==> src/rtl/layered_fader_pickup_macros.svh <==
// Assertion macros for the fader pickup RTL.
`ifndef LAYERED_FADER_PICKUP_MACROS_SVH
`define LAYERED_FADER_PICKUP_MACROS_SVH

`ifndef ASSERT_OFF
// Same-cycle implication, disabled while reset is asserted.
`define LFP_ASSERT_IMP(lbl, clk, rst_n, ante, cons) \
	lbl: assert property (@(posedge clk) disable iff (!rst_n) (ante) |-> (cons)) \
		else $error("fader pickup: same-cycle check failed");
// Next-cycle implication, disabled while reset is asserted.
`define LFP_ASSERT_NXT(lbl, clk, rst_n, ante, cons) \
	lbl: assert property (@(posedge clk) disable iff (!rst_n) (ante) |=> (cons)) \
		else $error("fader pickup: next-cycle check failed");
`else
`define LFP_ASSERT_IMP(lbl, clk, rst_n, ante, cons)
`define LFP_ASSERT_NXT(lbl, clk, rst_n, ante, cons)
`endif

`endif

==> src/rtl/lfp_pkg.sv <==
// Types and constants of the layered fader pickup.
`default_nettype none
package lfp_pkg;
	localparam int NUM_CH      = 7;
	localparam int NUM_LAYERS  = 3;
	localparam int NUM_BUTTONS = 3;
	localparam int CH_W        = 3;
	localparam int LAYER_W     = 2;
	localparam int THR_W       = 10;

	typedef logic [CH_W-1:0]    ch_t;
	typedef logic [LAYER_W-1:0] layer_t;
	typedef logic [THR_W-1:0]   thr_t;

	localparam thr_t THR_RESET = thr_t'(30);
	localparam ch_t  LAST_CH   = ch_t'(NUM_CH - 1);

	// Control of the channel step in progress.
	typedef struct packed {
		logic   vld;
		ch_t    ch;
		layer_t layer;
		logic   capture;
		logic   last;
	} step_t;
endpackage
`default_nettype wire

==> src/rtl/lfp_frame_if.sv <==
// Scan frame channel: layer buttons and fader samples.
`default_nettype none
interface lfp_frame_if import lfp_pkg::*; #(parameter int SAMPLE_BITS = 10);
	logic                         valid;
	logic                         ready;
	logic [NUM_BUTTONS-1:0]       layer_buttons;
	logic [SAMPLE_BITS-1:0]       fader_0;
	logic [SAMPLE_BITS-1:0]       fader_1;
	logic [SAMPLE_BITS-1:0]       fader_2;
	logic [SAMPLE_BITS-1:0]       fader_3;
	logic [SAMPLE_BITS-1:0]       fader_4;
	logic [SAMPLE_BITS-1:0]       fader_5;
	logic [SAMPLE_BITS-1:0]       fader_6;

	modport source (output valid, layer_buttons, fader_0, fader_1, fader_2, fader_3,
		fader_4, fader_5, fader_6, input ready);
	modport sink (input valid, layer_buttons, fader_0, fader_1, fader_2, fader_3,
		fader_4, fader_5, fader_6, output ready);
endinterface
`default_nettype wire

==> src/rtl/lfp_result_if.sv <==
// Per-channel result channel.
`default_nettype none
interface lfp_result_if import lfp_pkg::*; #(parameter int SAMPLE_BITS = 10);
	logic                   valid;
	logic                   ready;
	ch_t                    channel;
	layer_t                 layer;
	logic [SAMPLE_BITS-1:0] level;
	logic [SAMPLE_BITS-1:0] peak;
	logic                   locked;
	logic                   last;

	modport source (output valid, channel, layer, level, peak, locked, last, input ready);
	modport sink (input valid, channel, layer, level, peak, locked, last, output ready);
endinterface
`default_nettype wire

==> src/rtl/lfp_frame_in.sv <==
// Frame input register, layer selection and channel sequencer.
`default_nettype none
module lfp_frame_in import lfp_pkg::*; #(
	parameter int SAMPLE_BITS = 10
) (
	input  wire logic                   clk,
	input  wire logic                   arst_n,
	lfp_frame_if.sink                   frame,
	input  wire logic                   advance,
	output step_t                       step,
	output logic [SAMPLE_BITS-1:0]      sample
);
	logic                   busy_s1;
	ch_t                    ch_s1;
	layer_t                 layer_s1;
	logic                   capture_s1;
	logic [SAMPLE_BITS-1:0] faders_s1 [NUM_CH];
	layer_t                 active_layer_q;
	logic                   capture_pending_q;

	layer_t                 next_layer;
	logic                   next_capture;
	logic                   accept;

	// A new frame enters as the last channel of the current one moves on.
	assign frame.ready = !busy_s1 || (advance && ch_s1 == LAST_CH);
	assign accept      = frame.valid && frame.ready;

	// The highest-numbered pressed button wins; none pressed keeps the layer.
	always_comb begin
		next_layer = active_layer_q;
		for (int b = 0; b < NUM_LAYERS; b++) begin
			if (!frame.layer_buttons[b]) begin
				next_layer = layer_t'(b);
			end
		end
		next_capture = (next_layer != active_layer_q) || capture_pending_q;
	end

	always_ff @(posedge clk or negedge arst_n) begin
		if (!arst_n) begin
			busy_s1           <= 1'b0;
			ch_s1             <= '0;
			active_layer_q    <= '0;
			capture_pending_q <= 1'b1;
		end else if (accept) begin
			busy_s1           <= 1'b1;
			ch_s1             <= '0;
			active_layer_q    <= next_layer;
			capture_pending_q <= 1'b0;
		end else if (advance && busy_s1) begin
			if (ch_s1 == LAST_CH) begin
				busy_s1 <= 1'b0;
			end else begin
				ch_s1 <= ch_s1 + ch_t'(1);
			end
		end
	end

	always_ff @(posedge clk) begin
		if (accept) begin
			layer_s1     <= next_layer;
			capture_s1   <= next_capture;
			faders_s1[0] <= frame.fader_0;
			faders_s1[1] <= frame.fader_1;
			faders_s1[2] <= frame.fader_2;
			faders_s1[3] <= frame.fader_3;
			faders_s1[4] <= frame.fader_4;
			faders_s1[5] <= frame.fader_5;
			faders_s1[6] <= frame.fader_6;
		end
	end

	always_comb begin
		step.vld     = busy_s1;
		step.ch      = ch_s1;
		step.layer   = layer_s1;
		step.capture = capture_s1;
		step.last    = (ch_s1 == LAST_CH);
	end

	assign sample = faders_s1[ch_s1];
endmodule
`default_nettype wire

==> src/rtl/lfp_chan_proc.sv <==
// Per-channel pickup state, level and peak stores, and the result register.
`default_nettype none
`include "layered_fader_pickup_macros.svh"
module lfp_chan_proc import lfp_pkg::*; #(
	parameter int SAMPLE_BITS = 10
) (
	input  wire logic                   clk,
	input  wire logic                   arst_n,
	input  wire step_t                  step,
	input  wire logic [SAMPLE_BITS-1:0] sample,
	input  wire logic                   cfg_we,
	input  wire thr_t                   cfg_wdata,
	output logic                        advance,
	lfp_result_if.source                result
);
	thr_t                   thr_q;
	logic [SAMPLE_BITS-1:0] levels_q [NUM_LAYERS][NUM_CH];
	logic [SAMPLE_BITS-1:0] peaks_q  [NUM_LAYERS][NUM_CH];
	logic [SAMPLE_BITS-1:0] start_q  [NUM_CH];
	logic [NUM_CH-1:0]      lock_q;

	logic                   res_valid_q;
	ch_t                    res_ch_q;
	layer_t                 res_layer_q;
	logic [SAMPLE_BITS-1:0] res_level_q;
	logic [SAMPLE_BITS-1:0] res_peak_q;
	logic                   res_locked_q;
	logic                   res_last_q;

	logic                   fire;
	logic [SAMPLE_BITS-1:0] thr_eff;
	logic [SAMPLE_BITS-1:0] start_eff;
	logic [SAMPLE_BITS-1:0] travel;
	logic                   lock_new;
	logic [SAMPLE_BITS-1:0] lvl_old;
	logic [SAMPLE_BITS-1:0] lvl_new;
	logic [SAMPLE_BITS-1:0] pk_old;
	logic [SAMPLE_BITS-1:0] pk_new;

	assign advance = !res_valid_q || result.ready;
	assign fire    = advance && step.vld;
	assign thr_eff = SAMPLE_BITS'(thr_q);

	// A capture frame takes its start from the sample itself, so it stays locked.
	always_comb begin
		start_eff = step.capture ? sample : start_q[step.ch];
		travel    = (sample >= start_eff) ? sample - start_eff : start_eff - sample;
		lock_new  = (step.capture || lock_q[step.ch]) && !(travel > thr_eff);
		lvl_old   = levels_q[step.layer][step.ch];
		pk_old    = peaks_q[step.layer][step.ch];
		lvl_new   = lock_new ? lvl_old : sample;
		pk_new    = (lvl_new > pk_old) ? lvl_new : pk_old;
	end

	always_ff @(posedge clk or negedge arst_n) begin
		if (!arst_n) begin
			thr_q <= THR_RESET;
		end else if (cfg_we) begin
			thr_q <= cfg_wdata;
		end
	end

	always_ff @(posedge clk or negedge arst_n) begin
		if (!arst_n) begin
			lock_q <= '1;
			for (int l = 0; l < NUM_LAYERS; l++) begin
				for (int c = 0; c < NUM_CH; c++) begin
					levels_q[l][c] <= '0;
					peaks_q[l][c]  <= '0;
				end
			end
		end else if (fire) begin
			lock_q[step.ch]              <= lock_new;
			levels_q[step.layer][step.ch] <= lvl_new;
			peaks_q[step.layer][step.ch]  <= pk_new;
		end
	end

	always_ff @(posedge clk) begin
		if (fire && step.capture) begin
			start_q[step.ch] <= sample;
		end
	end

	always_ff @(posedge clk or negedge arst_n) begin
		if (!arst_n) begin
			res_valid_q <= 1'b0;
		end else if (advance) begin
			res_valid_q <= step.vld;
		end
	end

	always_ff @(posedge clk) begin
		if (fire) begin
			res_ch_q     <= step.ch;
			res_layer_q  <= step.layer;
			res_level_q  <= lvl_new;
			res_peak_q   <= pk_new;
			res_locked_q <= lock_new;
			res_last_q   <= step.last;
		end
	end

	assign result.valid   = res_valid_q;
	assign result.channel = res_ch_q;
	assign result.layer   = res_layer_q;
	assign result.level   = res_level_q;
	assign result.peak    = res_peak_q;
	assign result.locked  = res_locked_q;
	assign result.last    = res_last_q;

	`LFP_ASSERT_NXT(a_capture_locks, clk, arst_n, fire && step.capture, res_locked_q)
	`LFP_ASSERT_IMP(a_peak_covers_level, clk, arst_n, res_valid_q, res_peak_q >= res_level_q)
	`LFP_ASSERT_IMP(a_last_on_final_ch, clk, arst_n, res_valid_q, res_last_q == (res_ch_q == LAST_CH))
	`LFP_ASSERT_NXT(a_unlocked_tracks, clk, arst_n, fire && !lock_new, res_level_q == $past(sample))
endmodule
`default_nettype wire

==> src/rtl/layered_fader_pickup.sv <==
// Layered fader pickup with soft takeover: frame in, seven channel results out.
//
// The frame channel carries three active-low layer buttons and seven fader
// samples; the result channel carries one result per fader channel, channel 0
// first, with last set on channel 6. Both are valid/ready; a transfer happens
// on a rising edge with valid and ready high. The threshold register must be
// written through cfg_we/cfg_wdata only while no frame is in flight; the
// block itself does not enforce it. A transferred frame is held in the frame
// input register and its channels are loaded into the result register,
// channel 0 first, by the single channel unit that steps through the channels
// one per cycle while the receiver takes results. The next frame is taken at
// the edge that loads channel 6, so frames run back to back.
// Reset selects layer 0, clears all stored levels and peaks, locks every
// channel and makes the first frame capture start positions; the threshold
// returns to 30. When the receiver holds ready low, the result register holds,
// the channel sequencer stops and the frame channel deasserts ready.
`default_nettype none
module layered_fader_pickup import lfp_pkg::*; #(
	parameter int SAMPLE_BITS = 10
) (
	input  wire logic    clk,
	input  wire logic    arst_n,
	lfp_frame_if.sink    frame,
	lfp_result_if.source result,
	input  wire logic    cfg_we,
	input  wire thr_t    cfg_wdata
);
	step_t                  step;
	logic [SAMPLE_BITS-1:0] sample;
	logic                   advance;

	lfp_frame_in #(.SAMPLE_BITS(SAMPLE_BITS)) u_frame_in (
		.clk     (clk),
		.arst_n  (arst_n),
		.frame   (frame),
		.advance (advance),
		.step    (step),
		.sample  (sample)
	);

	lfp_chan_proc #(.SAMPLE_BITS(SAMPLE_BITS)) u_chan_proc (
		.clk       (clk),
		.arst_n    (arst_n),
		.step      (step),
		.sample    (sample),
		.cfg_we    (cfg_we),
		.cfg_wdata (cfg_wdata),
		.advance   (advance),
		.result    (result)
	);
endmodule
`default_nettype wire

==> src/flat_wrapper.sv <==
// flat-port wrapper written by rule: the top's interface ports become plain ports
module layered_fader_pickup_flat import lfp_pkg::*;
#(
	parameter int SAMPLE_BITS = 10
)
  (clk, arst_n, cfg_we, cfg_wdata, frame_valid, frame_layer_buttons, frame_fader_0, frame_fader_1, frame_fader_2, frame_fader_3, frame_fader_4, frame_fader_5, frame_fader_6, frame_ready, result_valid, result_channel, result_layer, result_level, result_peak, result_locked, result_last, result_ready);
  lfp_frame_if #(.SAMPLE_BITS(SAMPLE_BITS)) frame_i ();
  lfp_result_if #(.SAMPLE_BITS(SAMPLE_BITS)) result_i ();
  input  wire logic clk;
  input  wire logic arst_n;
  input  wire logic cfg_we;
  input  wire thr_t cfg_wdata;
  input wire logic [$bits(frame_i.valid)-1:0] frame_valid;
  input wire logic [$bits(frame_i.layer_buttons)-1:0] frame_layer_buttons;
  input wire logic [$bits(frame_i.fader_0)-1:0] frame_fader_0;
  input wire logic [$bits(frame_i.fader_1)-1:0] frame_fader_1;
  input wire logic [$bits(frame_i.fader_2)-1:0] frame_fader_2;
  input wire logic [$bits(frame_i.fader_3)-1:0] frame_fader_3;
  input wire logic [$bits(frame_i.fader_4)-1:0] frame_fader_4;
  input wire logic [$bits(frame_i.fader_5)-1:0] frame_fader_5;
  input wire logic [$bits(frame_i.fader_6)-1:0] frame_fader_6;
  output wire logic [$bits(frame_i.ready)-1:0] frame_ready;
  output wire logic [$bits(result_i.valid)-1:0] result_valid;
  output wire logic [$bits(result_i.channel)-1:0] result_channel;
  output wire logic [$bits(result_i.layer)-1:0] result_layer;
  output wire logic [$bits(result_i.level)-1:0] result_level;
  output wire logic [$bits(result_i.peak)-1:0] result_peak;
  output wire logic [$bits(result_i.locked)-1:0] result_locked;
  output wire logic [$bits(result_i.last)-1:0] result_last;
  input wire logic [$bits(result_i.ready)-1:0] result_ready;
  assign frame_i.valid = frame_valid;
  assign frame_i.layer_buttons = frame_layer_buttons;
  assign frame_i.fader_0 = frame_fader_0;
  assign frame_i.fader_1 = frame_fader_1;
  assign frame_i.fader_2 = frame_fader_2;
  assign frame_i.fader_3 = frame_fader_3;
  assign frame_i.fader_4 = frame_fader_4;
  assign frame_i.fader_5 = frame_fader_5;
  assign frame_i.fader_6 = frame_fader_6;
  assign frame_ready = frame_i.ready;
  assign result_valid = result_i.valid;
  assign result_channel = result_i.channel;
  assign result_layer = result_i.layer;
  assign result_level = result_i.level;
  assign result_peak = result_i.peak;
  assign result_locked = result_i.locked;
  assign result_last = result_i.last;
  assign result_i.ready = result_ready;
  layered_fader_pickup #(.SAMPLE_BITS(SAMPLE_BITS)) u_core (.clk(clk), .arst_n(arst_n), .frame(frame_i), .result(result_i), .cfg_we(cfg_we), .cfg_wdata(cfg_wdata));
endmodule
==> config.mk <==
export PLATFORM = sky130hd
export DESIGN_NAME = layered_fader_pickup_flat
export DESIGN_NICKNAME = d
export VERILOG_FILES = /design/src/rtl/lfp_pkg.sv /design/src/rtl/lfp_frame_if.sv /design/src/rtl/lfp_result_if.sv /design/src/rtl/lfp_frame_in.sv /design/src/rtl/lfp_chan_proc.sv /design/src/rtl/layered_fader_pickup.sv /design/src/flat_wrapper.sv
export VERILOG_INCLUDE_DIRS = /design/src /design/src/rtl
export SDC_FILE = /design/constraint.sdc
export NUM_CORES = 1
export LEC_CHECK = 0
export BUFFER_PORTS_ARGS = -buffer_cell sky130_fd_sc_hd__buf_2
export CAP_MARGIN = 25
export CELL_PAD_IN_SITES_DETAIL_PLACEMENT = 1
export CELL_PAD_IN_SITES_GLOBAL_PLACEMENT = 2
export CORE_MARGIN = 2
export CORE_UTILIZATION = 42
export CTS_CLUSTER_SIZE = 25
export DETAILED_ROUTE_END_ITERATION = 8
export PLACE_DENSITY_LB_ADDON = 0.12
export SLEW_MARGIN = 20
export SYNTH_ARGS = -nofsm -noshare
export SYNTH_HDL_FRONTEND = slang
export SYNTH_SLANG_ARGS = --single-unit
==> constraint.sdc <==
create_clock -name clk -period 10.2 [get_ports clk]
set_clock_uncertainty 0.15 [all_clocks]
set_input_delay 0.51 -clock clk [delete_from_list [all_inputs] [get_ports clk]]
set_output_delay 0.51 -clock clk [all_outputs]
set_load 0.05 [all_outputs]
==> results.yml <==
clock_network:
  cts_tree: "yes"
  ctsLongestPathBuffers: 3
  worstSkewPairLatency_ns: 0.63
  numClockSinks: 615
  h-tree-depth: 3
  cts_setup_buffers: 0
  clkTransAtPathRegs_ns: 0.06
  numCtsBuffers: 71
  cts_root_buffer: "clkbuf_16"
timing:
  setup_viol: 0
  rsz0062_at_grt: "false"
  period_minus_slack_ns: 9.72
  drv_slew: 0
  max_freq_mhz: 103
  finalSetupTns_ns: 0
  final_hold_viol_count: 0
  fin_hold_ws_ns: 0.0805
  relSlewSlack_pct: 28.9
  fin_crit_sh_pct: 95.3
  tightest_slew_ns: 1.06
cells_and_area:
  drive_gt1_share_pct: 21.7
  synthToLayoutAreaGrowth_pct: 17.4
  diodes: 0
  fin_nets: 2806
floorplanning:
  boundaryPins: 117
  rows: 95
  die_area_um2: 70300
  core_um2: 67400
  initial_core_util_pct: 42.5
  die_w_um: 265
  die_h_um: 265
yosys:
  syn_nets: 2641
  netlist_top_cells_area: "dfrtp_1 (38%), edfxtp_1 (18%), mux2_2 (8.6%)"
  synth-seq-cells: 615
  ys_async_sr_fraction_pct: 72.4
  yosysMostFrequentCell: "dfrtp_1"
  yosysTopAreaCell: "dfrtp_1"
  ys_top_cells_by_count: "dfrtp_1 (433), nand2_1 (320), mux2_2 (218)"
  synth_cell_types: 68
  ys_seq_area_share_pct: 56.7
  synthCells: 2512
  synth_edf_count: 170
  synth_top_area_share_pct: 37.8
  dominantRegCellSynth: "dfrtp_1"
  netlist_area_um2: 28600
  syn_avg_cell_area_um2: 11.4
  ys_warn_count: 0
critical_path:
  crit_type: "reg -> reg"
  crit_top_cell: "buf_4"
  crit_path_max_fanout: 23
  startpoint_type: "flop"
  slowest_delay_ns: 0.82
  r2r_slack_ns: 0.48
  crit_required_ns: 10.38
  critPathCaptureType: "flop"
  crit_buf_inv: 7
  slowest_stage: "a21oi_1"
  worst_ep_arrival_time_ns: 9.90
  cp_top_family: "compound AO/OA/AOI/OAI gates"
detailed_routing:
  vias_per_cell: 5.81
  drtAntennaViolNets: 0
  wl_per_cell_um: 26.5
  dr.pass1.iters: 5
  drtIter0Drc: 1391
  vias: 21000
  remaining_drc_errors: 0
  wirelength_um: 95400
placement:
  place.gp.congestion: 0.827
  io_buffers: 116
  dpl.hpwl_um: 60400
grt:
  grt_use_met1_pct: 35.7
  grt_pass1_wl_um: 143000
  gr-total-overflow: 0
  grt_max_degree: 119
  grt_pass1_vias: 22400
  met3_usage_pct: 3.67
  track_usage_pct: 27.2
  antenna_found_initial: 0
  grtUsageMet2_pct: 45.8
  grt.busiest_layer: "met2"
outcome:
  status: "finished, final reports clean"
worst_hold_path:
  hp-class: "in -> reg"
run:
  maxCapViolCount: 0
==> tightest hold or removal path, stage by stage <==
cell and delay (ns):
buf_2 0.12, nand3_1 0.09, a31oi_1 0.08
==> cell usage in the layout, fill, tap and decap left out, types with 10 or more instances in the layout <==
cell             n
dlygate4sd3_1   83
ha_1            39
a22o_1          10
o2bb2ai_1       16
buf_4           74
mux2_2         218
o21ai_0         50
edfxtp_1       170
a211oi_1        10
nor2_2          12
a21oi_1        141
a22oi_1         21
buf_2          115
nor2_1         202
o31ai_1        212
dfrtp_1        431
nand2_1        318
nor4_1          12
nand2b_1        12
nand3_1         20
clkinv_2        10
clkbuf_16       76
inv_1           42
o22ai_1         47
mux2i_1        167
clkbuf_1        21
a21o_1          11
dfstp_2         12
==> per-layer routing <==
| metal | share of wire (%) | vias to the layer above |
|---|---|---|
| met3 | 4.1 | 181 |
| met4 | 3.8 | 0 |
| met5 | 0 | - |
| met2 | 49 | 538 |
| met1 | 43 | 10800 |
| li1 | - | 9420 |
==> layout make-up <==
cell class | instances | area, µm²
Fill cell | 7029 | 33800
Sequential cell | 615 | 16300
Tap cell | 873 | 1090
Clock buffer | 104 | 2080
Timing Repair Buffer | 292 | 2310
Clock inverter | 24 | 214
Multi-Input combinational cell | 1652 | 11500
Inverter | 45 | 173
==> state kept, by name, indices dropped and copies added, names as in the netlist <==
register,flops
u_core.u_frame_in.layer_s1,2
u_core.u_chan_proc.result.last,1
u_core.u_frame_in.busy_s1,1
u_core.u_chan_proc.lock_q,7
u_core.u_chan_proc.result.locked,1
u_core.u_chan_proc.peaks_q,210
u_core.u_frame_in.capture_pending_q,1
u_core.u_chan_proc.thr_eff,10
u_core.u_chan_proc.result.peak,10
u_core.u_chan_proc.result.level,10
u_core.u_frame_in.ch_s1,3
u_core.u_chan_proc.result.valid,1
u_core.u_frame_in.faders_s1,70
u_core.u_chan_proc.result.layer,2
u_core.u_frame_in.capture_s1,1
u_core.u_chan_proc.start_q,70
u_core.u_frame_in.active_layer_q,2
u_core.u_chan_proc.result.channel,3
u_core.u_chan_proc.levels_q,210
==> logic make-up after synthesis <==
logic type               after synthesis  share of synthesized area (%)
AND/OR/NAND/NOR                      632                           9.22
flip-flops                           615                           56.7
AO/OA/AOI/OAI                        582                           13.6
multiplexers                         387                           14.6
buffers and inverters                245                           3.74
adder cells (fa/ha/maj)               41                           1.84
XOR/XNOR                              10                          0.306
==> through the flow <==
stage / instance area (µm²) / setup WS (ns) / utilization, % / cells
after global placement: 30100 / 0.722 / 44.6 / 3371
final: 33600 / 0.480 / 49.9 / 3605
after global routing: 33600 / 0.0151 / 49.9 / 3605
after CTS: 33400 / 0.532 / 49.6 / 3593
after floorplan: 28600 / 2.03 / - / 2512
after detailed placement: 30300 / 0.579 / 45.0 / 3382
==> repair_timing <==
item	4_1_cts	5_1_grt
endpoints found under the setup margin	0	1
endpoints found under the hold margin	171	0
hold buffers	83	0
resized for setup	0	1
==> final timing paths <==
check	startpoint	end	cells past startpoint
worst max register to register	u_core.u_frame_in.ch_s1[2]	u_core.u_chan_proc.result.peak[3]	32
worst min-delay path	frame_layer_buttons[0]	u_core.u_frame_in.active_layer_q[1]	3
max in group asynchronous	arst_n	u_core.u_chan_proc.levels_q[202]	5
worst min register to register	u_core.u_chan_proc.levels_q[192]	u_core.u_chan_proc.levels_q[192]	2
worst max-delay path	u_core.u_frame_in.ch_s1[2]	u_core.u_chan_proc.result.peak[3]	32
min in group asynchronous	arst_n	u_core.u_chan_proc.levels_q[174]	2
Power is left out: the tool's default activity adds up to more than one toggle a clock period on the data nets, which glitch-free logic cannot reach.
